[src/hdl/wsbd_pkg.sv]
// shared types and constants for the windowed scan and brute-force detector
// no dependencies
`default_nettype none
package wsbd_pkg;
	localparam int unsigned DEF_HISTORY_DEPTH = 256;
	localparam int unsigned DEF_TRACKED_PORTS = 16;
	localparam int unsigned QUEUE_DEPTH       = 2;

	localparam int unsigned TIME_W  = 32;
	localparam int unsigned ADDR_W  = 64;
	localparam int unsigned PORT_W  = 16;
	localparam int unsigned WIN_W   = 16;
	localparam int unsigned BRUTE_W = 9;
	localparam int unsigned SCAN_W  = 5;
	localparam int unsigned PKT_W   = TIME_W + 2 * ADDR_W + PORT_W;
	localparam int unsigned PADDR_W = 4;
	localparam int unsigned PDATA_W = 32;

	localparam logic [WIN_W-1:0]   RST_WINDOW = WIN_W'(10);
	localparam logic [BRUTE_W-1:0] RST_BRUTE  = BRUTE_W'(4);
	localparam logic [SCAN_W-1:0]  RST_SCAN   = SCAN_W'(5);
	localparam logic [PORT_W-1:0]  RST_PORT   = PORT_W'(22);

	localparam logic [2:0] SEV_BRUTE = 3'd4;
	localparam logic [2:0] SEV_SCAN  = 3'd3;
	localparam logic [2:0] SEV_NONE  = 3'd0;
	localparam logic       KIND_BRUTE = 1'b0;
	localparam logic       KIND_SCAN  = 1'b1;

	typedef enum logic [1:0] {
		REG_WINDOW = 2'd0,
		REG_BRUTE  = 2'd1,
		REG_SCAN   = 2'd2,
		REG_PORT   = 2'd3
	} reg_idx_t;

	typedef struct packed {
		logic [PORT_W-1:0] destination_port;
		logic [ADDR_W-1:0] source_addr_low;
		logic [ADDR_W-1:0] source_addr_high;
		logic [TIME_W-1:0] arrival_seconds;
	} pkt_t;

	typedef struct packed {
		logic [WIN_W-1:0]   window_seconds;
		logic [BRUTE_W-1:0] brute_threshold;
		logic [SCAN_W-1:0]  scan_threshold;
		logic [PORT_W-1:0]  watched_port;
	} cfg_t;

	typedef struct packed {
		logic       alert;
		logic       threat_kind;
		logic [2:0] severity_level;
		logic       confirmed_flag;
	} res_t;
endpackage
`default_nettype wire

[src/hdl/wsbd_fifo.sv]
// front queue: accepts packet transfers and holds them for the scan engine
// depends on wsbd_pkg
`default_nettype none
module wsbd_fifo #(
	parameter int unsigned DEPTH = wsbd_pkg::QUEUE_DEPTH
) (
	input  wire logic           clk,
	input  wire logic           arst_n,
	input  wire logic           in_valid,
	output logic                in_ready,
	input  wire wsbd_pkg::pkt_t in_pkt,
	output logic                out_valid,
	input  wire logic           out_pop,
	output wsbd_pkg::pkt_t      out_pkt
);
	import wsbd_pkg::*;

	localparam int unsigned PW = (DEPTH > 1) ? $clog2(DEPTH) : 1;
	localparam int unsigned CW = $clog2(DEPTH + 1);

	pkt_t          mem_q [DEPTH];
	logic [PW-1:0] wp_q, rp_q;
	logic [CW-1:0] cnt_q;
	logic          push, pop;

	assign in_ready  = (cnt_q != CW'(DEPTH));
	assign out_valid = (cnt_q != '0);
	assign push      = in_valid && in_ready;
	assign pop       = out_pop && out_valid;
	assign out_pkt   = mem_q[rp_q];

	always_ff @(posedge clk) begin
		if (push) begin
			mem_q[wp_q] <= in_pkt;
		end
	end

	always_ff @(posedge clk or negedge arst_n) begin
		if (!arst_n) begin
			wp_q  <= '0;
			rp_q  <= '0;
			cnt_q <= '0;
		end else begin
			if (push) begin
				wp_q <= (wp_q == PW'(DEPTH - 1)) ? '0 : wp_q + 1'b1;
			end
			if (pop) begin
				rp_q <= (rp_q == PW'(DEPTH - 1)) ? '0 : rp_q + 1'b1;
			end
			if (push && !pop) begin
				cnt_q <= cnt_q + 1'b1;
			end else if (pop && !push) begin
				cnt_q <= cnt_q - 1'b1;
			end
		end
	end
endmodule
`default_nettype wire

[config.mk]
export PLATFORM = sky130hd
export DESIGN_NAME = wsbd_fifo
export DESIGN_NICKNAME = d
export VERILOG_FILES = /design/src/hdl/wsbd_pkg.sv /design/src/hdl/wsbd_fifo.sv
export SDC_FILE = /design/constraint.sdc
export NUM_CORES = 1
export LEC_CHECK = 0
export BUFFER_PORTS_ARGS = -buffer_cell sky130_fd_sc_hd__buf_2
export CAP_MARGIN = 20
export CORE_MARGIN = 8
export CORE_UTILIZATION = 45
export CTS_CLUSTER_DIAMETER = 50
export DETAILED_ROUTE_END_ITERATION = 6
export HOLD_SLACK_MARGIN = 0.1
export PLACE_DENSITY = 0.73
export SKIP_LAST_GASP = 1
export SLEW_MARGIN = 20
export SYNTH_ARGS = -nofsm -noshare
export SYNTH_HDL_FRONTEND = slang
export SYNTH_SLANG_ARGS = --single-unit
[constraint.sdc]
create_clock -name clk -period 8.6 [get_ports clk]
set_clock_uncertainty 0.1 [all_clocks]
set_input_delay 0.43 -clock clk [delete_from_list [all_inputs] [get_ports clk]]
set_output_delay 0.43 -clock clk [all_outputs]
set_load 0.02 [all_outputs]
==> flow_summary.toml <==
[global_route]
antenna_found_initial = 2
overflow = 0
first_global_vias = 8152
grt_pass1_wl_um = 46500
grt_usage = 0.166
met3_usage = 0.0577
grt_max_degree = 78
gr-usage-met2 = 0.299
met1_usage = 0.177
busiest_layer = "met2"

[power_and_ir_drop]
cellLeakagePower_nw = 7.38
peakVddDrop_v = 0.000200
p_per_area_nw_per_um2 = 337
power_mw = 6.25

[layout]
drive_above_1_share = 0.515
nFillCells = 2026
regArea_sq_um = 10700
nNetsFinal = 1309
final_util = 0.628
final_area_sq_um = 18600
stdcell_count = 1548
syn_to_final_growth_pct = 38.2
multi_input_area_sq_um = 2570

[sta]
rsz0062_at_grt = "no"
hold_viol_final = 0
fin_ws_ps = 4530
maxSlewViolCount = 0
worst_pin_slew_ps = 1060
slew_headroom = 0.293
final.min_clock_period_ps = 4070
hold_ws_ps = 154
setup_viol = 0
timing.setup.tns_ps = 0
max_freq_mhz = 246
period_share = 0.473

[synth]
synth_area_per_cell_sq_um = 23.7
netlist_area_sq_um = 13400
synth_top_area_cell = "edfxtp_1"
ys.flop_type = "edfxtp_1"
yosysTopAreaCellShare = 0.787
synth.area.top_cells = "edfxtp_1, mux2_4, mux2_2, buf_6, dfrtp_1"
async_reset_ff_frac = 0.0112
synth_cells = 566
synth.yosys.seq_area_share = 0.794
ys_top_cells_by_count = "edfxtp_1, mux2_4, mux2_2"
yosysMostFrequentCell = "edfxtp_1"
syn_nets = 747
synth_edf_count = 352
ys_seq_elements = 356
yosysWarnings = 0
synth_cell_types = 15

[worst_setup_path]
r2r_slack_ps = 5650
cp.arrival_ps = 3540
critPathSlowestCell = "dfrtp_4"
cpMostUsedCell = "buf_4"
path_class = "flip-flop to output pin"
slowest_delay_ps = 900
crit_family = "buffers and inverters"
start_kind = "flip-flop"
cp_cell_sequence = "buf_4 -> buf_4 -> mux2_2 -> buf_2"
crit_fanout = 48
worstPathRequired_ps = 8070
cp_num_buf_inv = 3
endpoint_kind = "output pin"

[clock_network]
clock_sinks = 356
cts_setup_buffers = 0
cts_resized = 0
h-tree-depth = 2
tritoncts = "yes"
cts_buffers = 39
hold_buffers = 177
cts-root-buf = "clkbuf_16"
clk_pin_slew_ps = 60
clk_path_buf_depth = 3
clock_latency_ps = 500

[die]
core_sq_um = 29600
die_x_um = 189
die_area_sq_um = 35600
initial_utilization = 0.454
io_pins = 358
fp-row-count = 63
die_height_um = 189

[placed_design]
post-dp-hpwl_um = 19600
routabilityCongestion = 0.772
place_area_sq_um = 15600
dp_slack_ps = 5040
dpl.cell_count = 1300
port_buffers = 357

[drt]
via_per_inst = 4.75
dr.first_iter.drc_count = 317
num_vias = 7360
drc = 0
wl_per_cell_um = 20.0
wirelength_um = 31000
dr.pass1.iters = 4
postRouteAntennaNets = 0

[job]
maxCapViolCount = 0

[run_status]
status = "finished, final reports clean"

[hold_path]
min_path_type = "input port to flip-flop"
-- power breakdown --
group | internal [mW] | leakage (nW) | switching, mW | total, mW
Sequential | 2.38 | 3.32 | 0.148 | 2.53
Combinational | 0.930 | 3.47 | 1.23 | 2.16
Clock | 0.935 | 0.591 | 0.627 | 1.56
-- cell usage in the layout, fill, tap and decap left out, drive strengths merged --
master and instances:
dfrtp 4, bufinv 2, xor2 2, xnor2 3, inv 3, nor2 2, edfxtp 352, clkinv 13
dlygate4sd3 177, mux2 176, nand2b 1, ha 1, clkbuf 52, or2 1, buf 364, diode 1
and3 1, nand2 2, clkinvlp 1
-- layer usage --
| layer | routed length, um | part of all wire | up-vias |
|---|---|---|---|
| li1 | - | - | 3386 |
| met1 | 11200 | 0.36 | 3608 |
| met2 | 16300 | 0.53 | 293 |
| met3 | 2450 | 0.079 | 71 |
| met4 | 1010 | 0.033 | 2 |
| met5 | 13 | 0.00042 | - |
-- flip-flops by register name, summed over array words and instances (netlist names) --
register  count
cnt_q         2
mem_q       352
rp_q          1
wp_q          1
-- worst paths after layout --
check | endpoint | startpoint | cells past startpoint
setup / recovery | out_pkt[9] | rp_q | 4
hold reg to reg | cnt_q[1] | cnt_q[1] | 1
min in group asynchronous | cnt_q[1] | arst_n | 2
setup reg to reg | mem_q[0][54] | cnt_q[0] | 4
max in group asynchronous | rp_q | arst_n | 2
hold / removal | rp_q | out_pop | 3
-- tightest hold or removal path, cell delays in order --
cell	delay, ps
buf_2	100
nand2_1	100
xnor2_1	80
-- area by class of cell --
class | instances | share of cell area
Multi-Input combinational cell | 189 | 0.139
Timing Repair Buffer | 541 | 0.194
Clock buffer | 52 | 0.0575
Antenna cell | 1 | 0.000135
Tap cell | 390 | 0.0263
Sequential cell | 356 | 0.575
Inverter | 1 | 0.000202
Clock inverter | 18 | 0.00802
-- cell families (layout without fill, tap and decap cells) --
logic type | Yosys count | count (layout) | synth area share
XOR/XNOR | 5 | 5 | 0.00326
flip-flops | 356 | 356 | 0.794
buffers and inverters | 21 | 612 | 0.0152
other | 0 | 1 | 0
adder cells (fa/ha/maj) | 1 | 1 | 0.000931
AND/OR/NAND/NOR | 7 | 7 | 0.00252
multiplexers | 176 | 176 | 0.184
Power figures use the tool's default switching activity.
