## src/hdl/wsbd_pkg.sv

```systemverilog
// shared types and constants for the windowed scan and brute-force detector
// no dependencies
`default_nettype none
package wsbd_pkg;
	localparam int unsigned DEF_HISTORY_DEPTH = 256;
	localparam int unsigned DEF_TRACKED_PORTS = 16;
	localparam int unsigned QUEUE_DEPTH       = 2;

	localparam int unsigned TIME_W  = 32;
	localparam int unsigned ADDR_W  = 64;
	localparam int unsigned PORT_W  = 16;
	localparam int unsigned WIN_W   = 16;
	localparam int unsigned BRUTE_W = 9;
	localparam int unsigned SCAN_W  = 5;
	localparam int unsigned PKT_W   = TIME_W + 2 * ADDR_W + PORT_W;
	localparam int unsigned PADDR_W = 4;
	localparam int unsigned PDATA_W = 32;

	localparam logic [WIN_W-1:0]   RST_WINDOW = WIN_W'(10);
	localparam logic [BRUTE_W-1:0] RST_BRUTE  = BRUTE_W'(4);
	localparam logic [SCAN_W-1:0]  RST_SCAN   = SCAN_W'(5);
	localparam logic [PORT_W-1:0]  RST_PORT   = PORT_W'(22);

	localparam logic [2:0] SEV_BRUTE = 3'd4;
	localparam logic [2:0] SEV_SCAN  = 3'd3;
	localparam logic [2:0] SEV_NONE  = 3'd0;
	localparam logic       KIND_BRUTE = 1'b0;
	localparam logic       KIND_SCAN  = 1'b1;

	typedef enum logic [1:0] {
		REG_WINDOW = 2'd0,
		REG_BRUTE  = 2'd1,
		REG_SCAN   = 2'd2,
		REG_PORT   = 2'd3
	} reg_idx_t;

	typedef struct packed {
		logic [PORT_W-1:0] destination_port;
		logic [ADDR_W-1:0] source_addr_low;
		logic [ADDR_W-1:0] source_addr_high;
		logic [TIME_W-1:0] arrival_seconds;
	} pkt_t;

	typedef struct packed {
		logic [WIN_W-1:0]   window_seconds;
		logic [BRUTE_W-1:0] brute_threshold;
		logic [SCAN_W-1:0]  scan_threshold;
		logic [PORT_W-1:0]  watched_port;
	} cfg_t;

	typedef struct packed {
		logic       alert;
		logic       threat_kind;
		logic [2:0] severity_level;
		logic       confirmed_flag;
	} res_t;
endpackage
`default_nettype wire

```

## src/hdl/wsbd_cfg.sv

```systemverilog
// apb register file for detector thresholds, window and watched port
// depends on wsbd_pkg
`default_nettype none
module wsbd_cfg (
	input  wire logic                        clk,
	input  wire logic                        arst_n,
	input  wire logic                        psel,
	input  wire logic                        penable,
	input  wire logic                        pwrite,
	input  wire logic [wsbd_pkg::PADDR_W-1:0] paddr,
	input  wire logic [wsbd_pkg::PDATA_W-1:0] pwdata,
	output logic      [wsbd_pkg::PDATA_W-1:0] prdata,
	output logic                             pready,
	output wsbd_pkg::cfg_t                   cfg
);
	import wsbd_pkg::*;

	cfg_t     cfg_q;
	reg_idx_t idx;
	logic     wr_en;

	assign idx    = reg_idx_t'(paddr[3:2]);
	assign wr_en  = psel && penable && pwrite;
	assign pready = 1'b1;
	assign cfg    = cfg_q;

	always_ff @(posedge clk or negedge arst_n) begin
		if (!arst_n) begin
			cfg_q.window_seconds  <= RST_WINDOW;
			cfg_q.brute_threshold <= RST_BRUTE;
			cfg_q.scan_threshold  <= RST_SCAN;
			cfg_q.watched_port    <= RST_PORT;
		end else if (wr_en) begin
			unique case (idx)
				REG_WINDOW: cfg_q.window_seconds  <= pwdata[WIN_W-1:0];
				REG_BRUTE:  cfg_q.brute_threshold <= pwdata[BRUTE_W-1:0];
				REG_SCAN:   cfg_q.scan_threshold  <= pwdata[SCAN_W-1:0];
				REG_PORT:   cfg_q.watched_port    <= pwdata[PORT_W-1:0];
				default:    ;
			endcase
		end
	end

	always_comb begin
		unique case (idx)
			REG_WINDOW: prdata = PDATA_W'(cfg_q.window_seconds);
			REG_BRUTE:  prdata = PDATA_W'(cfg_q.brute_threshold);
			REG_SCAN:   prdata = PDATA_W'(cfg_q.scan_threshold);
			REG_PORT:   prdata = PDATA_W'(cfg_q.watched_port);
			default:    prdata = '0;
		endcase
	end
endmodule
`default_nettype wire

```

## config.mk

```make
export PLATFORM = sky130hd
export DESIGN_NAME = wsbd_cfg
export DESIGN_NICKNAME = d
export VERILOG_FILES = /design/src/hdl/wsbd_pkg.sv /design/src/hdl/wsbd_cfg.sv
export SDC_FILE = /design/constraint.sdc
export NUM_CORES = 1
export LEC_CHECK = 0
export BUFFER_PORTS_ARGS = -buffer_cell sky130_fd_sc_hd__buf_2
export CORE_MARGIN = 5
export CORE_UTILIZATION = 40
export CTS_BUF_LIST = sky130_fd_sc_hd__clkbuf_16
export DETAILED_ROUTE_END_ITERATION = 10
export PLACE_DENSITY = 0.77
export SLEW_MARGIN = 20
export SYNTH_ARGS = -nofsm -noshare
export SYNTH_HDL_FRONTEND = slang
export SYNTH_SLANG_ARGS = --single-unit
```

## constraint.sdc

```tcl
create_clock -name clk -period 0.9 [get_ports clk]
set_clock_uncertainty 0.05 [all_clocks]
set_input_delay 0.045 -clock clk [delete_from_list [all_inputs] [get_ports clk]]
set_output_delay 0.045 -clock clk [all_outputs]
set_load 0.01 [all_outputs]
```

==> results_dict.tcl <==
set metrics [dict create \
    synthArstFlopShare_pct 100 \
    gp_congestion 0.783 \
    grt_pass1_wl_um 10100 \
    ctsLongestPathBuffers 2 \
    layout-drive-gt1-share_pct 70.2 \
    synth_xor_area_share_pct 0 \
    min_to "cfg[21]" \
    violations "setup timing" \
    viasPerCell 4.77 \
    cts_root_buffer "clkbuf_16" \
    cap_violations 0 \
    synthAdderAreaFrac_pct 0 \
    synthCells 151 \
    endpoint_kind "primary output" \
    gr-usage-met3_pct 4.02 \
    timing.hold.worst.start "pwdata[0]" \
    syn_to_final_growth_pct 80.0 \
    synthFlopType "dfrtp_1" \
    p_leak_nw 2.04 \
    path_class "reg2out" \
    power.density_nw_per_um2 2140 \
    grt_util_met2_pct 32.8 \
    drt-initial-drc-count 81 \
    grt_overflow_total 0 \
    cts_tree "done" \
    cp-start-kind "register" \
    syn_area_um2 2240 \
    path_clk_slew_ps 60 \
    largest_reg_flops 46 \
    clk_latency_ps 270 \
    dieArea_um2 7190 \
    synth.distinct_cells 22 \
    port_buffers 84 \
    ioPinCount 120 \
    antenna_found_initial 0 \
    drt_wl_total_um 6650 \
    grt_most_used_layer "met2" \
    rr_endpoint "cfg[30]" \
    fmax_mhz 714 \
    synth-edff-count 0 \
    r2r_start "cfg[30]" \
    status "finished with violations" \
    vias 1830 \
    htreeDepth 2 \
    antenna_left 0 \
    cts_buffers 5 \
    avgSynthCellArea_um2 14.8 \
    worst_slack_ps -500 \
    synth_simple_gate_area_share_pct 2.80 \
    synth_top_family_by_area "multiplexers" \
    fin_crit_ps 1400 \
    drtPass1Iterations 4 \
    mostFrequentLayoutCells "91 x buf_6, 38 x dfrtp_1, 38 x buf_2" \
    die_h_um 84.8 \
    post-place-ws_ps -353 \
    grt_max_degree 47 \
    cts_sinks 46 \
    critPathArrivalTime_ps 1300 \
    hold_viol_final 0 \
    vdd_drop_max_uv 1310 \
    post_drt_wl_per_cell_um 17.3 \
    setup_violations 95 \
    antenna_cells 0 \
    whs_ps 1.83 \
    r2r_cells 3 \
    slew_viol_final 0 \
    met1_usage_pct 22.0 \
    yosysWarningCount 0 \
    start_util_pct 40.9 \
    synth_seq_cells 46 \
    cp_data_required_time_ps 810 \
    hold_path_class "in2reg" \
    core_area_um2 5470 \
    track_usage_pct 18.1 \
    finalPower_w 0.00863 \
    whs_path_depth 2 \
    final_common_cell "buf_6" \
    drc 0 \
    rsz0062_at_grt "yes" \
    cp_max_fo 2 \
    grt_pass1_vias 1968 \
    synthMuxAreaShare_pct 33.2 \
    finalCritPeriodShare_pct 156 \
    synth_compound_area_share_pct 3.64 \
    final_nets 352 \
    dp_hpwl_um 4150 \
    r2r_setup_slack_ps -150 \
    synth_seq_area_share_pct 51.9 \
    rows 27 \
    die_x_um 84.8 \
    utilization_pct 73.5 \
]
[Yosys cell counts (2+ instances only)]
cell type | n | area share (%)
clkbuf_1 | 2 | 0.34
dfrtp_1 | 38 | 43
nand2_1 | 4 | 0.67
a22o_1 | 7 | 2.7
mux2i_1 | 4 | 1.8
buf_6 | 2 | 1.0
nor2_1 | 2 | 0.34
conb_1 | 2 | 0.34
buf_4 | 19 | 6.4
mux2_2 | 27 | 14
o21ai_0 | 4 | 0.90
mux4_2 | 5 | 5.0
dfstp_2 | 8 | 9.4
mux2_4 | 19 | 13
[per-stage QoR]
step | cells | TNS [ps] | cell area, um2
after global routing | 384 | -13580 | 4030
after floorplan | 166 | -6240 | 2350
final | 384 | -10970 | 4030
after global placement | 335 | -17290 | 2990
after CTS | 375 | -10210 | 3870
after detailed placement | 335 | -18290 | 2990
[critical path, cell delays in order, from the launching register on]
cell,delay (ps)
dfrtp_1,380
mux4_2,510
buf_6,150
[routing by layer]
metal / part of all wire (%) / wire, um
met2: 54 / 3600
met4: 0.59 / 39
met5: 0 / 0
met1: 40 / 2690
met3: 4.8 / 320
[power by group]
part / leakage [nW] / switching [W] / internal [W] / total, W
Sequential: 0.550 / 0.000365 / 0.00262 / 0.00298
Combinational: 1.42 / 0.00134 / 0.00260 / 0.00393
Clock: 0.0724 / 0.000716 / 0.00100 / 0.00172
[worst max path at each step]
stage,cells after the start,start,to
2_1_floorplan,4,pwrite,cfg[30]
3_3_place_gp,5,pwrite,cfg[14]
3_5_place_dp,5,pwrite,cfg[11]
4_1_cts,2,cfg[34],prdata[4]
5_1_grt,2,cfg[0],prdata[0]
6_report,2,cfg[0],prdata[0]
[final cells by class]
cell class                      instances  area [um2]
Clock buffer                            5         125
Clock inverter                          3        12.5
Fill cell                             351        1450
Inverter                                1        3.75
Multi-Input combinational cell         95        1050
Sequential cell                        46        1160
Tap cell                               72        90.1
Timing Repair Buffer                  162        1580
[cells by family (layout without fill, tap and decap cells)]
| group | count (synthesis) | after routing |
|---|---|---|
| AOI/OAI and AO/OA | 11 | 11 |
| buffers and inverters | 25 | 171 |
| and+or+nand+nor | 12 | 12 |
| other | 2 | 17 |
| DFF | 46 | 46 |
| muxes | 55 | 55 |
[timing repair]
| item | 4_1_cts | 5_1_grt |
|---|---|---|
| resized for setup | 99 | 36 |
| cloned | 1 | 1 |
| setup buffers | 20 | 20 |
| hold endpoints to repair | 77 | 0 |
| hold buffers | 15 | 0 |
| pin swaps | 3 | 6 |
| setup endpoints to repair | 102 | 102 |
No activity file was read; power rests on OpenSTA's default activity.
